$ cat src/rtl/core/rms_pkg.sv
`timescale 1ns / 1ps

package rms_pkg;

  localparam int SAMPLE_W   = 16;  // signed Q1.15 sample
  localparam int RMS_W      = 16;  // unsigned Q1.15 result
  localparam int COUNT_W    = 13;  // reported sample count
  localparam int MEAN_W     = 31;  // mean square, unsigned Q1.30, at most 2^30
  localparam int ROOT_STEPS = 16;  // one result bit per step
  localparam int STEP_W     = $clog2(MEAN_W);

  // Highest even power of two that a mean can reach
  localparam logic [MEAN_W-1:0] ROOT_TOP = {1'b1, {(MEAN_W-1){1'b0}}};

  typedef struct packed {
    logic close;      // last square lands; latch totals into divider
    logic div_step;   // one restoring division step
    logic root_step;  // one square root step
    logic out_load;   // move result into the output register
  } rms_cmd_t;

  typedef struct packed {
    logic out_free;   // output register empty or draining this cycle
  } rms_status_t;

endpackage

$ cat src/rtl/core/rms_in_if.sv
`timescale 1ns / 1ps

interface rms_in_if;
  import rms_pkg::*;

  logic                       valid;
  logic                       ready;
  logic signed [SAMPLE_W-1:0] sample;
  logic                       last;

  modport source (output valid, output sample, output last, input ready);
  modport sink   (input valid, input sample, input last, output ready);
endinterface

$ cat src/rtl/core/rms_out_if.sv
`timescale 1ns / 1ps

interface rms_out_if;
  import rms_pkg::*;

  logic               valid;
  logic               ready;
  logic [RMS_W-1:0]   rms;
  logic [COUNT_W-1:0] sample_count;
  logic               too_long;

  modport source (output valid, output rms, output sample_count, output too_long,
                  input ready);
  modport sink   (input valid, input rms, input sample_count, input too_long,
                  output ready);
endinterface

$ cat src/rtl/core/rms_ctrl.sv
`timescale 1ns / 1ps

module rms_ctrl (
  input  logic                 clk,
  input  logic                 rst_n,
  input  logic                 in_fire,
  input  logic                 in_last,
  input  rms_pkg::rms_status_t status,
  output logic                 in_ready,
  output rms_pkg::rms_cmd_t    cmd
);
  import rms_pkg::*;

  typedef enum logic [2:0] {
    ST_ACC,
    ST_CLOSE,
    ST_DIV,
    ST_ROOT,
    ST_SEND
  } state_t;

  state_t              state_r;
  logic [STEP_W-1:0]   step_r;

  always_ff @(posedge clk) begin
    if (!rst_n) begin
      state_r <= ST_ACC;
      step_r  <= '0;
    end else begin
      case (state_r)
        ST_ACC: begin
          if (in_fire && in_last) begin
            state_r <= ST_CLOSE;
          end
        end
        ST_CLOSE: begin
          state_r <= ST_DIV;
          step_r  <= STEP_W'(MEAN_W - 1);
        end
        ST_DIV: begin
          if (step_r == '0) begin
            state_r <= ST_ROOT;
            step_r  <= STEP_W'(ROOT_STEPS - 1);
          end else begin
            step_r <= step_r - 1'b1;
          end
        end
        ST_ROOT: begin
          if (step_r == '0) begin
            state_r <= ST_SEND;
          end else begin
            step_r <= step_r - 1'b1;
          end
        end
        ST_SEND: begin
          if (status.out_free) begin
            state_r <= ST_ACC;
          end
        end
        default: begin
          state_r <= ST_ACC;
        end
      endcase
    end
  end

  assign in_ready      = (state_r == ST_ACC);
  assign cmd.close     = (state_r == ST_CLOSE);
  assign cmd.div_step  = (state_r == ST_DIV);
  assign cmd.root_step = (state_r == ST_ROOT);
  assign cmd.out_load  = (state_r == ST_SEND) && status.out_free;

endmodule

$ cat src/rtl/core/rms_dp.sv
`timescale 1ns / 1ps

module rms_dp #(
  parameter int MAX_LEN = 4096
) (
  input  logic                              clk,
  input  logic                              rst_n,
  input  logic                              in_fire,
  input  logic signed [rms_pkg::SAMPLE_W-1:0] in_sample,
  input  rms_pkg::rms_cmd_t                 cmd,
  output rms_pkg::rms_status_t              status,
  output logic                              out_valid,
  input  logic                              out_ready,
  output logic [rms_pkg::RMS_W-1:0]         out_rms,
  output logic [rms_pkg::COUNT_W-1:0]       out_sample_count,
  output logic                              out_too_long
);
  import rms_pkg::*;

  localparam int TW    = $clog2(MAX_LEN + 1);      // tally width
  localparam int ACC_W = $clog2(MAX_LEN) + MEAN_W; // holds MAX_LEN squares

  // square stage
  logic [MEAN_W-1:0]         sq_r;
  logic                      sq_vld_r;
  logic signed [2*SAMPLE_W-1:0] prod;

  // accumulator
  logic [ACC_W-1:0] sum_r, sum_nxt;
  logic [TW-1:0]    tally_r, tally_nxt;
  logic             ovf_r, ovf_nxt;
  logic             room;

  // divider / root
  logic [TW-1:0]     rem_r;
  logic [TW-1:0]     div_tally_r;
  logic              ovf_hold_r;
  logic [MEAN_W-1:0] quo_r;      // dividend bits, then quotient, then root remainder
  logic [MEAN_W-1:0] root_r;
  logic [MEAN_W-1:0] digit_r;
  logic [TW:0]       rem2;
  logic              ge;
  logic [MEAN_W-1:0] trial;

  // output register
  logic               out_valid_r;
  logic [RMS_W-1:0]   out_rms_r;
  logic [COUNT_W-1:0] out_cnt_r;
  logic               out_ovf_r;

  assign prod = in_sample * in_sample;

  assign room      = (tally_r < TW'(MAX_LEN));
  assign sum_nxt   = (sq_vld_r && room) ? sum_r + ACC_W'(sq_r) : sum_r;
  assign tally_nxt = (sq_vld_r && room) ? tally_r + 1'b1 : tally_r;
  assign ovf_nxt   = ovf_r | (sq_vld_r & ~room);

  assign rem2  = {rem_r, quo_r[MEAN_W-1]};
  assign ge    = (rem2 >= {1'b0, div_tally_r});
  assign trial = root_r + digit_r;

  always_ff @(posedge clk) begin
    if (!rst_n) begin
      sq_vld_r <= 1'b0;
      sum_r    <= '0;
      tally_r  <= '0;
      ovf_r    <= 1'b0;
    end else begin
      sq_vld_r <= in_fire;
      if (cmd.close) begin
        sum_r   <= '0;
        tally_r <= '0;
        ovf_r   <= 1'b0;
      end else begin
        sum_r   <= sum_nxt;
        tally_r <= tally_nxt;
        ovf_r   <= ovf_nxt;
      end
    end
  end

  always_ff @(posedge clk) begin
    if (in_fire) begin
      sq_r <= prod[MEAN_W-1:0];
    end
    if (cmd.close) begin
      // sum <= tally * 2^30, so the bits above the quotient are below tally
      rem_r       <= TW'(sum_nxt[ACC_W-1:MEAN_W]);
      quo_r       <= sum_nxt[MEAN_W-1:0];
      div_tally_r <= tally_nxt;
      ovf_hold_r  <= ovf_nxt;
      root_r      <= '0;
      digit_r     <= ROOT_TOP;
    end else if (cmd.div_step) begin
      rem_r <= ge ? TW'(rem2 - {1'b0, div_tally_r}) : rem2[TW-1:0];
      quo_r <= {quo_r[MEAN_W-2:0], ge};
    end else if (cmd.root_step) begin
      if (quo_r >= trial) begin
        quo_r  <= quo_r - trial;
        root_r <= (root_r >> 1) + digit_r;
      end else begin
        root_r <= root_r >> 1;
      end
      digit_r <= digit_r >> 2;
    end
  end

  always_ff @(posedge clk) begin
    if (!rst_n) begin
      out_valid_r <= 1'b0;
    end else if (cmd.out_load) begin
      out_valid_r <= 1'b1;
    end else if (out_ready) begin
      out_valid_r <= 1'b0;
    end
  end

  always_ff @(posedge clk) begin
    if (cmd.out_load) begin
      out_rms_r <= root_r[RMS_W-1:0];
      out_cnt_r <= COUNT_W'(div_tally_r);
      out_ovf_r <= ovf_hold_r;
    end
  end

  assign status.out_free  = !out_valid_r || out_ready;
  assign out_valid        = out_valid_r;
  assign out_rms          = out_rms_r;
  assign out_sample_count = out_cnt_r;
  assign out_too_long     = out_ovf_r;

endmodule

$ cat src/rtl/core/block_rms_meter_top.sv
`timescale 1ns / 1ps

// Channel   Dir  Handshake      Beat payload
// in_ch     in   valid / ready  sample (s16 Q1.15), last
// out_ch    out  valid / ready  rms (u16 Q1.15), sample_count (13b), too_long
//
// Samples are taken one a cycle while a block is open. After the beat marked
// last the input stays closed through a settle step for the final square, 31
// restoring division steps, 16 square root steps, and a load into the output
// register. The output register lets a result wait while the next block
// streams in; the load stalls only if the previous result is still untaken.
// Reset (rst_n, synchronous, active low) empties the accumulator and the
// output register.

module block_rms_meter_top #(
  parameter int MAX_LEN = 4096
) (
  input  logic       clk,
  input  logic       rst_n,
  rms_in_if.sink     in_ch,
  rms_out_if.source  out_ch
);
  import rms_pkg::*;

  rms_cmd_t    cmd;
  rms_status_t status;
  logic        in_ready;
  logic        in_fire;

  assign in_ch.ready = in_ready;
  assign in_fire     = in_ch.valid && in_ready;

  // Sequencer: open block, close, divide, root, hand over
  rms_ctrl u_ctrl (
    .clk      (clk),
    .rst_n    (rst_n),
    .in_fire  (in_fire),
    .in_last  (in_ch.last),
    .status   (status),
    .in_ready (in_ready),
    .cmd      (cmd)
  );

  // Squarer, accumulator, shared divide/root registers and output register
  rms_dp #(
    .MAX_LEN (MAX_LEN)
  ) u_dp (
    .clk              (clk),
    .rst_n            (rst_n),
    .in_fire          (in_fire),
    .in_sample        (in_ch.sample),
    .cmd              (cmd),
    .status           (status),
    .out_valid        (out_ch.valid),
    .out_ready        (out_ch.ready),
    .out_rms          (out_ch.rms),
    .out_sample_count (out_ch.sample_count),
    .out_too_long     (out_ch.too_long)
  );

  // A pending result is never overwritten
  a_no_overwrite: assert property (@(posedge clk) disable iff (!rst_n)
    cmd.out_load |-> (!out_ch.valid || out_ch.ready))
    else $error("result loaded over an untaken beat");

  // Input closes straight after the last beat of a block
  a_close_after_last: assert property (@(posedge clk) disable iff (!rst_n)
    (in_fire && in_ch.last) |=> (!in_ch.ready && cmd.close))
    else $error("block not closed after last beat");

  // Datapath commands are mutually exclusive
  a_cmd_exclusive: assert property (@(posedge clk) disable iff (!rst_n)
    $onehot0(cmd))
    else $error("conflicting datapath commands");

  // No new sample while the divider or root is running
  a_no_accept_busy: assert property (@(posedge clk) disable iff (!rst_n)
    (cmd.div_step || cmd.root_step || cmd.close) |-> !in_ch.ready)
    else $error("input open during result calculation");

endmodule
$ cat src/flat_wrapper.sv
// flat-port wrapper written by rule: the top's interface ports become plain ports
module block_rms_meter_top_flat import rms_pkg::*;
#(
  parameter int MAX_LEN = 4096
)
  (clk, rst_n, in_ch_valid, in_ch_sample, in_ch_last, in_ch_ready, out_ch_valid, out_ch_rms, out_ch_sample_count, out_ch_too_long, out_ch_ready);
  rms_in_if in_ch_i ();
  rms_out_if out_ch_i ();
  input  logic clk;
  input  logic rst_n;
  input wire logic [$bits(in_ch_i.valid)-1:0] in_ch_valid;
  input wire logic [$bits(in_ch_i.sample)-1:0] in_ch_sample;
  input wire logic [$bits(in_ch_i.last)-1:0] in_ch_last;
  output wire logic [$bits(in_ch_i.ready)-1:0] in_ch_ready;
  output wire logic [$bits(out_ch_i.valid)-1:0] out_ch_valid;
  output wire logic [$bits(out_ch_i.rms)-1:0] out_ch_rms;
  output wire logic [$bits(out_ch_i.sample_count)-1:0] out_ch_sample_count;
  output wire logic [$bits(out_ch_i.too_long)-1:0] out_ch_too_long;
  input wire logic [$bits(out_ch_i.ready)-1:0] out_ch_ready;
  assign in_ch_i.valid = in_ch_valid;
  assign in_ch_i.sample = in_ch_sample;
  assign in_ch_i.last = in_ch_last;
  assign in_ch_ready = in_ch_i.ready;
  assign out_ch_valid = out_ch_i.valid;
  assign out_ch_rms = out_ch_i.rms;
  assign out_ch_sample_count = out_ch_i.sample_count;
  assign out_ch_too_long = out_ch_i.too_long;
  assign out_ch_i.ready = out_ch_ready;
  block_rms_meter_top #(.MAX_LEN(MAX_LEN)) u_core (.clk(clk), .rst_n(rst_n), .in_ch(in_ch_i), .out_ch(out_ch_i));
endmodule
$ cat config.mk
export PLATFORM = sky130hd
export DESIGN_NAME = block_rms_meter_top_flat
export DESIGN_NICKNAME = d
export VERILOG_FILES = /design/src/rtl/core/rms_pkg.sv /design/src/rtl/core/rms_in_if.sv /design/src/rtl/core/rms_out_if.sv /design/src/rtl/core/rms_ctrl.sv /design/src/rtl/core/rms_dp.sv /design/src/rtl/core/block_rms_meter_top.sv /design/src/flat_wrapper.sv
export SDC_FILE = /design/constraint.sdc
export NUM_CORES = 1
export LEC_CHECK = 0
export ABC_AREA = 1
export BUFFER_PORTS_ARGS = -buffer_cell sky130_fd_sc_hd__buf_4
export CORE_MARGIN = 4
export CORE_UTILIZATION = 47
export CTS_CLUSTER_SIZE = 28
export DETAILED_ROUTE_END_ITERATION = 8
export HOLD_SLACK_MARGIN = 0.03
export PLACE_DENSITY = 0.73
export SYNTH_ARGS = -nofsm -noshare
export SYNTH_HDL_FRONTEND = slang
export SYNTH_HIERARCHICAL = 1
export SYNTH_SLANG_ARGS = --single-unit
$ cat constraint.sdc
create_clock -name clk -period 6.1 [get_ports clk]
set_input_delay 1.22 -clock clk [delete_from_list [all_inputs] [get_ports clk]]
set_output_delay 1.22 -clock clk [all_outputs]
set_load 0.05 [all_outputs]
==> metrics.cfg, run 1 <==
[logic_synthesis]
synth_seq_area_share = 0.222
synthArstFlopShare = 0
syn-cell-area_mm2 = 0.0262
ys.flop_type = edfxtp_1
synth-edff-count = 117
ys_ff_latch = 232
avgSynthCellArea_um2 = 7.23
synth_cells = 3621
yosysWarnings = 6
synth_fp_nets = 4068
synth_cell_type_count = 53

[clock_tree]
cts_root_buf = clkbuf_16
cts.reportedPaths.clkPinSlew_ns = 0.06
cts_resized = 0
clock-sinks = 232
clk_latency_ns = 0.57
h-tree-depth = 1
cts_buffers = 25
cts_tree = done
cts_setup_buffers = 0
clk_path_buf_depth = 3
ctsHoldBuffers = 0

[die]
boundaryPins = 53
core_area_mm2 = 0.0551
start_util = 0.475
die_h_um = 244
die_w_um = 244
num_rows = 86
die-area_mm2 = 0.0596

[sta]
worst_pin_slew_ns = 1.03
rsz0062_at_grt = false
finalSetupViolations = 0
hold_viol_final = 0
fmax_mhz = 173
slew-limit-headroom = 0.313
tns_ns = 0
period_share = 0.946
skew_ns = 0.0240
maxSlewViolCount = 0
layout_min_cycle_time_ns = 5.77

[drt]
route.antenna.remaining_nets = 0
via_per_inst = 5.11
dr.pass1.iters = 6
drt_iter0_drc = 1629
wire_per_inst_um = 14.8
drc = 0
num_vias = 23100
wl_um = 67000

[layout]
multiInputGateArea_mm2 = 0.0175
diodes = 0
area_delta_synth_final_pct = 11.6
nFillCells = 5361
regArea_mm2 = 0.00582
layout-drive-gt1-share = 0.0892
final_nets = 4205

[grt]
antenna_found_initial = 0
grt_pass1_wl_um = 111000
grt_max_degree = 58
grt_pass1_vias = 22200
track_usage = 0.222
grt.overflow.total = 0

[worst_hold_path]
hold_path_class = reg -> reg
whs_path_depth = 0

[place]
dp_hpwl_um = 54400
portBuffers = 52
globalplace.congestion = 0.984

[worst_setup_path]
worst-endpoint-arrival_ns = 6.08
r2r_cells = 19
cp_data_required_time_ns = 6.41
critical_path_class = in -> reg
critPathLaunchType = input port
crit_path_max_fanout = 16
end_kind = flop

[status]
status = complete, no violations

[run]
cap_viol_max_count = 0

-- worst max-delay path, cell delays in order --
cell and delay [ns]:
buf_4 0.20, nand2_1 0.10, buf_4 0.14, fa_1 0.53, inv_1 0.06, fa_1 0.56
fa_1 0.45, fa_1 0.47, fa_1 0.49, inv_1 0.05, fa_1 0.47, inv_1 0.04
ha_1 0.31, a21oi_1 0.18, o21ai_0 0.15, a21oi_1 0.24, nand3_2 0.16, a21oi_2 0.16
xor2_1 0.07
-- synth_stat cells (32+ instances only) --
cell,n,area share
nor2_1,279,0.040
nand2_1,968,0.14
nand3_1,248,0.047
nand4_1,36,0.0086
clkbuf_1,56,0.0080
edfxtp_1,117,0.13
ha_1,192,0.092
or2_2,32,0.0076
nor3_1,33,0.0063
inv_1,698,0.10
o21ai_0,105,0.020
dfxtp_1,115,0.088
fa_1,234,0.18
xor2_1,54,0.018
a21oi_1,186,0.036
xnor2_1,59,0.020
-- metal layers --
metal	part of all wire	vias up	routed length, um	track usage
met2	0.46	634	30800	0.374
met4	0.027	0	1820	0.0576
met3	0.054	103	3610	0.0168
met5	0	-	0	0
li1	-	11600	-	-
met1	0.46	10800	30800	0.312
-- worst paths after layout --
kind                                           start                                 end  slack, ns
setup / recovery                     in_ch_sample[8]      u_core/u_dp/sq_r[27]$_DFFE_PP_       0.33
setup reg to reg  u_core/u_dp/root_r[6]$_SDFFE_PP0P_      u_core/u_dp/quo_r[3]$_DFFE_PP_       1.27
hold reg to reg     u_core/u_dp/ovf_hold_r$_DFFE_PP_  u_core/u_dp/out_too_long$_DFFE_PP_       0.44
hold / removal      u_core/u_dp/ovf_hold_r$_DFFE_PP_  u_core/u_dp/out_too_long$_DFFE_PP_       0.44
-- flip-flops by register name (all words and copies together) (netlist names) --
register and cells:
u_core/u_dp/out_rms 16, u_core/u_ctrl/state_r 3, u_core/u_dp/sum_r 43, u_core/u_dp/div_tally_r 13, u_core/u_dp/ovf_r 1, u_core/u_ctrl/step_r 5, u_core/u_dp/quo_r 31, u_core/u_dp/tally_r 13
u_core/u_dp/rem_r 13, u_core/u_dp/digit_r 16, u_core/u_dp/out_sample_count 13, u_core/u_dp/out_valid 1, u_core/u_dp/sq_vld_r 1, u_core/u_dp/out_too_long 1, u_core/u_dp/ovf_hold_r 1, u_core/u_dp/root_r 31
u_core/u_dp/sq_r 30
-- cell type report --
| class | instances | share of cell area |
|---|---|---|
| flip-flops and latches | 232 | 0.199 |
| clock inverters | 18 | 0.00723 |
| repair buffers | 195 | 0.0505 |
| well taps | 748 | 0.0320 |
| clock buffers | 28 | 0.0218 |
| multi-input cells | 2599 | 0.599 |
| inverters | 705 | 0.0906 |
-- cell usage in the layout (no fill, tap or decap), types with 8 or more instances in the layout --
master     synthesis  layout
xnor2_1           59      59
a21oi_1          186     182
o21ai_1            9       9
clkbuf_16          0      25
inv_2              4       9
o21ai_0          105     105
nand2_2            7       9
or2_2             32      32
inv_1            698     693
nand3b_1          30      30
fa_1             234     231
nand3_1          248     246
buf_4              1     194
nand4_1           36      36
ha_1             192     186
o211ai_1          24      24
nor3_1            33      28
nor4_1             8       8
nor2_2            10      13
nand2_1          968     966
dfxtp_1          115     115
edfxtp_1         117     117
o21bai_1          23      23
nor2_1           279     274
xor2_1            54      54
a21o_1            11      11
-- logic make-up after synthesis --
logic type,synth area share
multiplexers,0.000765
AO/OA/AOI/OAI,0.0843
flip-flops,0.222
XOR/XNOR,0.0378
buffers and inverters,0.115
AND/OR/NAND/NOR,0.269
adder cells (fa/ha/maj),0.271
-- metrics by stage --
step | std cells | setup WS (ns) | hold slack [ns] | area, um2 | util
2_1_floorplan | 3621 | 0.000180 | 0.400 | 26500 | -
3_3_place_gp | 4479 | -0.186 | 0.409 | 28400 | 0.515
3_5_place_dp | 4479 | -0.251 | 0.427 | 28400 | 0.515
4_1_cts | 4525 | 0.343 | 0.442 | 29200 | 0.531
5_1_grt | 4525 | 0.0859 | 0.455 | 29200 | 0.531
6_report | 4525 | 0.330 | 0.444 | 29200 | 0.531
Power of run 1 is not shown: default switching activity piles up to over one toggle a cycle in this logic, so the estimate is an artifact.
==> inputs of run 2 (changes only) <==
--- a/config.mk
+++ b/config.mk
@@ -13,6 +13,7 @@
 export DETAILED_ROUTE_END_ITERATION = 8
 export HOLD_SLACK_MARGIN = 0.03
 export PLACE_DENSITY = 0.73
+export RECOVER_POWER = 25
 export SYNTH_ARGS = -nofsm -noshare
 export SYNTH_HDL_FRONTEND = slang
 export SYNTH_HIERARCHICAL = 1
==> constraint.sdc (replaced) <==
create_clock -name clk -period 6.1 [get_ports clk]
set_input_delay 0.61 -clock clk [delete_from_list [all_inputs] [get_ports clk]]
set_output_delay 0.61 -clock clk [all_outputs]
set_load 0.05 [all_outputs]
==> metrics.cfg, run 2 (same netlist as run 1, synthesis figures left out) <==
[status]
status = complete, but fails checks
violations = max-capacitance violations, max-slew violations

[drt]
drc = 0
num_vias = 22700
wl_um = 67600
via_per_inst = 5.16
drt_iter0_drc = 1548
dr.pass1.iters = 6
route.antenna.remaining_nets = 0
wire_per_inst_um = 15.4

[worst_setup_path]
cp_data_required_time_ns = 6.38
end_kind = flop
critPathLaunchType = input port
crit_path_max_fanout = 17
crit_chain = buf_4 > nand2_1 > inv_1 > fa_1 > inv_1 > fa_1 > fa_1 > fa_1 > fa_1 > fa_1 > inv_1 > ha_1 > nand2_1 > inv_1 > nand2_1 > nor2_1 > nand4_1 > nand3_1 > a21oi_1 > xnor2_1
worst_path_most_repeated_cell = fa_1
slowest_delay_ns = 0.66
critical_path_class = in -> reg
cp_slowest_cell = fa_1
worst-endpoint-arrival_ns = 5.82

[clock_tree]
cts_root_buf = clkbuf_16
h-tree-depth = 1
clk_latency_ns = 0.54
cts_resized = 0
cts_buffers = 25
clk_path_buf_depth = 3
clock-sinks = 232
ctsHoldBuffers = 0
cts.reportedPaths.clkPinSlew_ns = 0.06
cts_tree = done
cts_setup_buffers = 0

[place]
dp_hpwl_um = 54700
portBuffers = 52
globalplace.congestion = 0.979

[layout]
final_cell_mix = 968 x nand2_1, 698 x inv_1, 279 x nor2_1
top_regs = u_core/u_dp/sum_r x43, u_core/u_dp/quo_r x31, u_core/u_dp/root_r x31
diodes = 0
largest_register = u_core/u_dp/sum_r
area_delta_synth_final_pct = 6.67
final_common_cell = nand2_1
layout-drive-gt1-share = 0.0405
multiInputGateArea_mm2 = 0.0173
final_nets = 4080
regArea_mm2 = 0.00582
nFillCells = 5459
largest_register_ffs = 43

[die]
core_area_mm2 = 0.0551
die_w_um = 244
die-area_mm2 = 0.0596
start_util = 0.475
num_rows = 86
die_h_um = 244
boundaryPins = 53

[sta]
maxSlewViolCount = 116
period_share = 0.907
finalSetupViolations = 0
layout_min_cycle_time_ns = 5.53
skew_ns = 0.0145
hold_viol_final = 0
rsz0062_at_grt = false
fmax_mhz = 181
slew-limit-headroom = -0.658
worst_pin_slew_ns = 2.49
tns_ns = 0

[grt]
grt_pass1_vias = 21700
grt_max_degree = 58
grt.overflow.total = 0
grt_pass1_wl_um = 111000
antenna_found_initial = 1
track_usage = 0.224

[run]
cap_viol_max_count = 3

[worst_hold_path]
hold_path_class = in -> reg

## run 2: changes by cell type in the layout (fill, tap and decap cells not counted), moves of 4 or more
cell      before  now
inv_1        693  698
nor3_1        28   33
ha_1         186  192
clkbuf_1       3   36
nor2_2        13    9
clkinv_2       1    5
inv_2          9    4
a21oi_1      182  186
nor3_2         5    0
ha_4           6    0
a21oi_2        6    2
nor2_1       274  279
buf_4        194   37
## run 2: layer usage
layer / GRT usage / up-vias / part of all wire
met5: 0 / - / 0.00019
met2: 0.367 / 664 / 0.45
li1: - / 11400 / -
met3: 0.0252 / 102 / 0.065
met4: 0.0618 / 2 / 0.028
met1: 0.317 / 10500 / 0.46
## run 2: path summary, 6_finish.rpt
check | start | endpoint | slack (ns) | depth (start not counted)
max | in_ch_sample[15] | u_core/u_dp/sq_r[25]$_DFFE_PP_ | 0.57 | 20
min | out_ch_ready | u_core/u_dp/out_valid$_SDFFE_PN0P_ | 0.37 | 4
max reg2reg | u_core/u_dp/root_r[6]$_SDFFE_PP0P_ | u_core/u_dp/quo_r[10]$_DFFE_PP_ | 1.24 | 19
min reg2reg | u_core/u_dp/ovf_hold_r$_DFFE_PP_ | u_core/u_dp/out_too_long$_DFFE_PP_ | 0.43 | 0
## run 2: per-stage QoR
step / worst slack (ns) / utilization / hold WS, ns / cells / area [um2]
floorplan: 0.135 / - / 0.400 / 3621 / 26200
global placement: 0.0771 / 0.495 / 0.406 / 4354 / 27300
detailed placement: 0.0462 / 0.495 / 0.412 / 4354 / 27300
CTS: 0.621 / 0.510 / 0.336 / 4400 / 28100
global route: 0.445 / 0.507 / 0.391 / 4400 / 27900
finish: 0.566 / 0.507 / 0.368 / 4400 / 27900
## run 2: worst max-delay path, delay by kind of cell
| family | cells | cell delay (ns) |
|---|---|---|
| compound gates | 1 | 0.11 |
| xor+xnor | 1 | 0.14 |
| fa+ha+maj | 7 | 3.49 |
| buf+inv | 5 | 0.49 |
| simple gates | 6 | 0.95 |
## run 2: layout make-up
type                            count  area share
Multi-Input combinational cell   2599       0.621
Timing Repair Buffer               70      0.0144
Clock buffer                       30      0.0238
Inverter                          705      0.0948
Clock inverter                     16     0.00479
Tap cell                          748      0.0335
Sequential cell                   232       0.208
Power of run 2 is left out for the same reason.
==> inputs of run 3 (changes only) <==
--- a/config.mk
+++ b/config.mk
@@ -7,14 +7,13 @@
 export LEC_CHECK = 0
 export ABC_AREA = 1
 export BUFFER_PORTS_ARGS = -buffer_cell sky130_fd_sc_hd__buf_4
-export CORE_MARGIN = 4
 export CORE_UTILIZATION = 47
 export CTS_CLUSTER_SIZE = 28
 export DETAILED_ROUTE_END_ITERATION = 8
 export HOLD_SLACK_MARGIN = 0.03
 export PLACE_DENSITY = 0.73
 export RECOVER_POWER = 25
+export SLEW_MARGIN = 0
 export SYNTH_ARGS = -nofsm -noshare
 export SYNTH_HDL_FRONTEND = slang
-export SYNTH_HIERARCHICAL = 1
 export SYNTH_SLANG_ARGS = --single-unit
==> metrics.cfg, run 3 <==
[logic_synthesis]
synth_cell_type_count = 56
synth_fp_nets = 4187
synth_top_area_share = 0.173
yosysWarnings = 0
yosys-top-cells-area = fa_1 17%, nand2_1 14%, edfxtp_1 13%, inv_1 11%, ha_1 9.1%
ys.flop_type = edfxtp_1
synth_cells = 3742
synthArstFlopShare = 0
synth_commonest_cells = 1012 x nand2_1, 799 x inv_1, 262 x nand3_1
synth_top_area_cell = fa_1
synth_most_common_cell = nand2_1
syn-cell-area_mm2 = 0.0265
avgSynthCellArea_um2 = 7.09
ys_ff_latch = 232
synth-edff-count = 117
synth_seq_area_share = 0.219

[worst_setup_path]
worst-endpoint-arrival_ns = 5.84
cp_num_buf_inv = 5
path_delay_family = adder cells
crit_chain = clkbuf_1 > clkbuf_1 > nand2_1 > fa_1 > inv_1 > fa_1 > ha_1 > inv_1 > fa_1 > fa_1 > inv_1 > fa_1 > ha_1 > a21oi_1 > o21ai_0 > a21oi_1 > o21ai_0 > nand2_1 > nand2_1 > xor2_1
crit_path_max_fanout = 16
cp_data_required_time_ns = 6.41
end_kind = flop
r2r_start = u_core.u_dp.root_r[16]$_SDFFE_PP0P_
worst_path_most_repeated_cell = fa_1
cp_slowest_cell = clkbuf_1
r2r-end = u_core.u_dp.quo_r[26]$_DFFE_PP_
r2r_cells = 18
slowest_delay_ns = 0.72
critPathLaunchType = input port
r2r_setup_slack_ns = 1.44
critical_path_class = in -> reg

[sta]
period_share = 0.906
worst_pin_slew_ns = 1.86
finalSetupViolations = 0
rsz0062_at_grt = false
fmax_mhz = 181
tns_ns = 0
maxSlewViolCount = 63
hold_viol_final = 0
slew-limit-headroom = -0.243
layout_min_cycle_time_ns = 5.53
skew_ns = 0.0199

[die]
start_util = 0.479
die_w_um = 240
num_rows = 86
boundaryPins = 53
die_h_um = 240
core_area_mm2 = 0.0554
die-area_mm2 = 0.0574

[place]
dp_hpwl_um = 55200
globalplace.congestion = 0.990
placed_cells = 4475
portBuffers = 52

[drt]
drt_iter0_drc = 1689
wl_met2_um = 29700
via_per_inst = 5.07
dr.max_layer_used = met4
num_vias = 23000
route.antenna.remaining_nets = 0
wire_per_inst_um = 14.9
wl_um = 67400
drc = 0
dr.pass1.iters = 6
wl_met3_um = 4160
wl_met1_um = 32100

[clock_tree]
cts_buffers = 26
cts_root_buf = clkbuf_16
cts_tree = done
clk_path_buf_depth = 3
cts_resized = 0
cts.reportedPaths.clkPinSlew_ns = 0.06
h-tree-depth = 1
clock-sinks = 232
ctsHoldBuffers = 0
clk_latency_ns = 0.57
cts_setup_buffers = 0

[layout]
layout-drive-gt1-share = 0.0384
final_nets = 4200
final-instance-count-excl-fill = 4523
final_cell_mix = 1011 x nand2_1, 800 x inv_1, 262 x nand3_1
area_delta_synth_final_pct = 7.10
nFillCells = 5487
top_regs = u_core.u_dp.sum_r x43, u_core.u_dp.quo_r x31, u_core.u_dp.root_r x31
largest_register = u_core.u_dp.sum_r
largest_register_ffs = 43
diodes = 0
final_common_cell = nand2_1

[status]
status = complete, but fails checks
violations = max-capacitance violations, max-slew violations

[run]
cap_viol_max_count = 2

[grt]
track_usage = 0.237
antenna_found_initial = 0
grt_max_degree = 58
grt.overflow.total = 0
grt_pass1_wl_um = 110000
grt_pass1_vias = 21500

[worst_hold_path]
worstHoldEndpoint = u_core.u_ctrl.step_r[3]$_SDFFE_PN0P_
hold_path_class = in -> reg
holdCritStartpoint = rst_n
whs_path_depth = 3

run 3: worst reg2reg max path, stage by stage (launching register included):
cell and delay, ns:
dfxtp_1 0.43, ha_1 0.40, nand2_1 0.10, o21ai_0 0.31
nand2_1 0.15, o21ai_0 0.50, a21oi_1 0.08, nand2_1 0.16
xnor2_1 0.13, ha_1 0.38, nand2_1 0.12, nor2_1 0.23
nand2_1 0.09, clkinv_1 0.07, nand3_1 0.14, nand3_2 0.13
nand2_4 0.24, a31oi_4 0.24, buf_4 0.40
run 3: kinds of logic after synthesis:
family,Yosys count,synth area share
adders and majority gates,424,0.265
and+or+nand+nor,1691,0.267
AOI/OAI and AO/OA,377,0.0799
DFF,232,0.219
xor gates and xnor gates,121,0.0399
muxes,2,0.000754
buffers and inverters,895,0.129
run 3: worst max path at each step:
stage / from / endpoint / slack [ns] / cells past startpoint
after floorplan: in_ch_sample[15] / u_core.u_dp.sq_r[27]$_DFFE_PP_ / 0.09 / 19
after global placement: in_ch_sample[15] / u_core.u_dp.sq_r[29]$_DFFE_PP_ / 0.21 / 18
after detailed placement: in_ch_sample[15] / u_core.u_dp.sq_r[30]$_DFFE_PP_ / 0.1 / 22
after CTS: in_ch_sample[15] / u_core.u_dp.sq_r[30]$_DFFE_PP_ / 0.70 / 22
after global routing: in_ch_sample[0] / u_core.u_dp.sq_r[30]$_DFFE_PP_ / 0.22 / 23
final: in_ch_sample[0] / u_core.u_dp.sq_r[23]$_DFFE_PP_ / 0.57 / 20
run 3: layer usage:
metal | vias to the layer above | GRT usage
met1 | 10600 | 0.340
met5 | - | 0
li1 | 11700 | -
met2 | 647 | 0.377
met4 | 0 | 0.0554
met3 | 76 | 0.0304
run 3: cell type report:
class	count	area (um2)	share of cell area
inverter	809	3040	0.107
multi-input combinational	2615	17300	0.610
clock inverter	20	229	0.00805
clock buffer	28	658	0.0232
tap	748	936	0.0329
sequential	232	5820	0.205
timing repair buffer	71	420	0.0148
run 3: stage by stage:
stage | util | instance area, um2 | hold WS [ns] | setup slack [ns]
after floorplan | - | 26500 | 0.400 | 0.0944
after global placement | 0.499 | 27700 | 0.402 | 0.212
after detailed placement | 0.499 | 27700 | 0.409 | 0.0958
after CTS | 0.515 | 28600 | 0.320 | 0.697
after global routing | 0.513 | 28400 | 0.341 | 0.219
final | 0.513 | 28400 | 0.348 | 0.573
Power of run 3 is left out for the same reason.
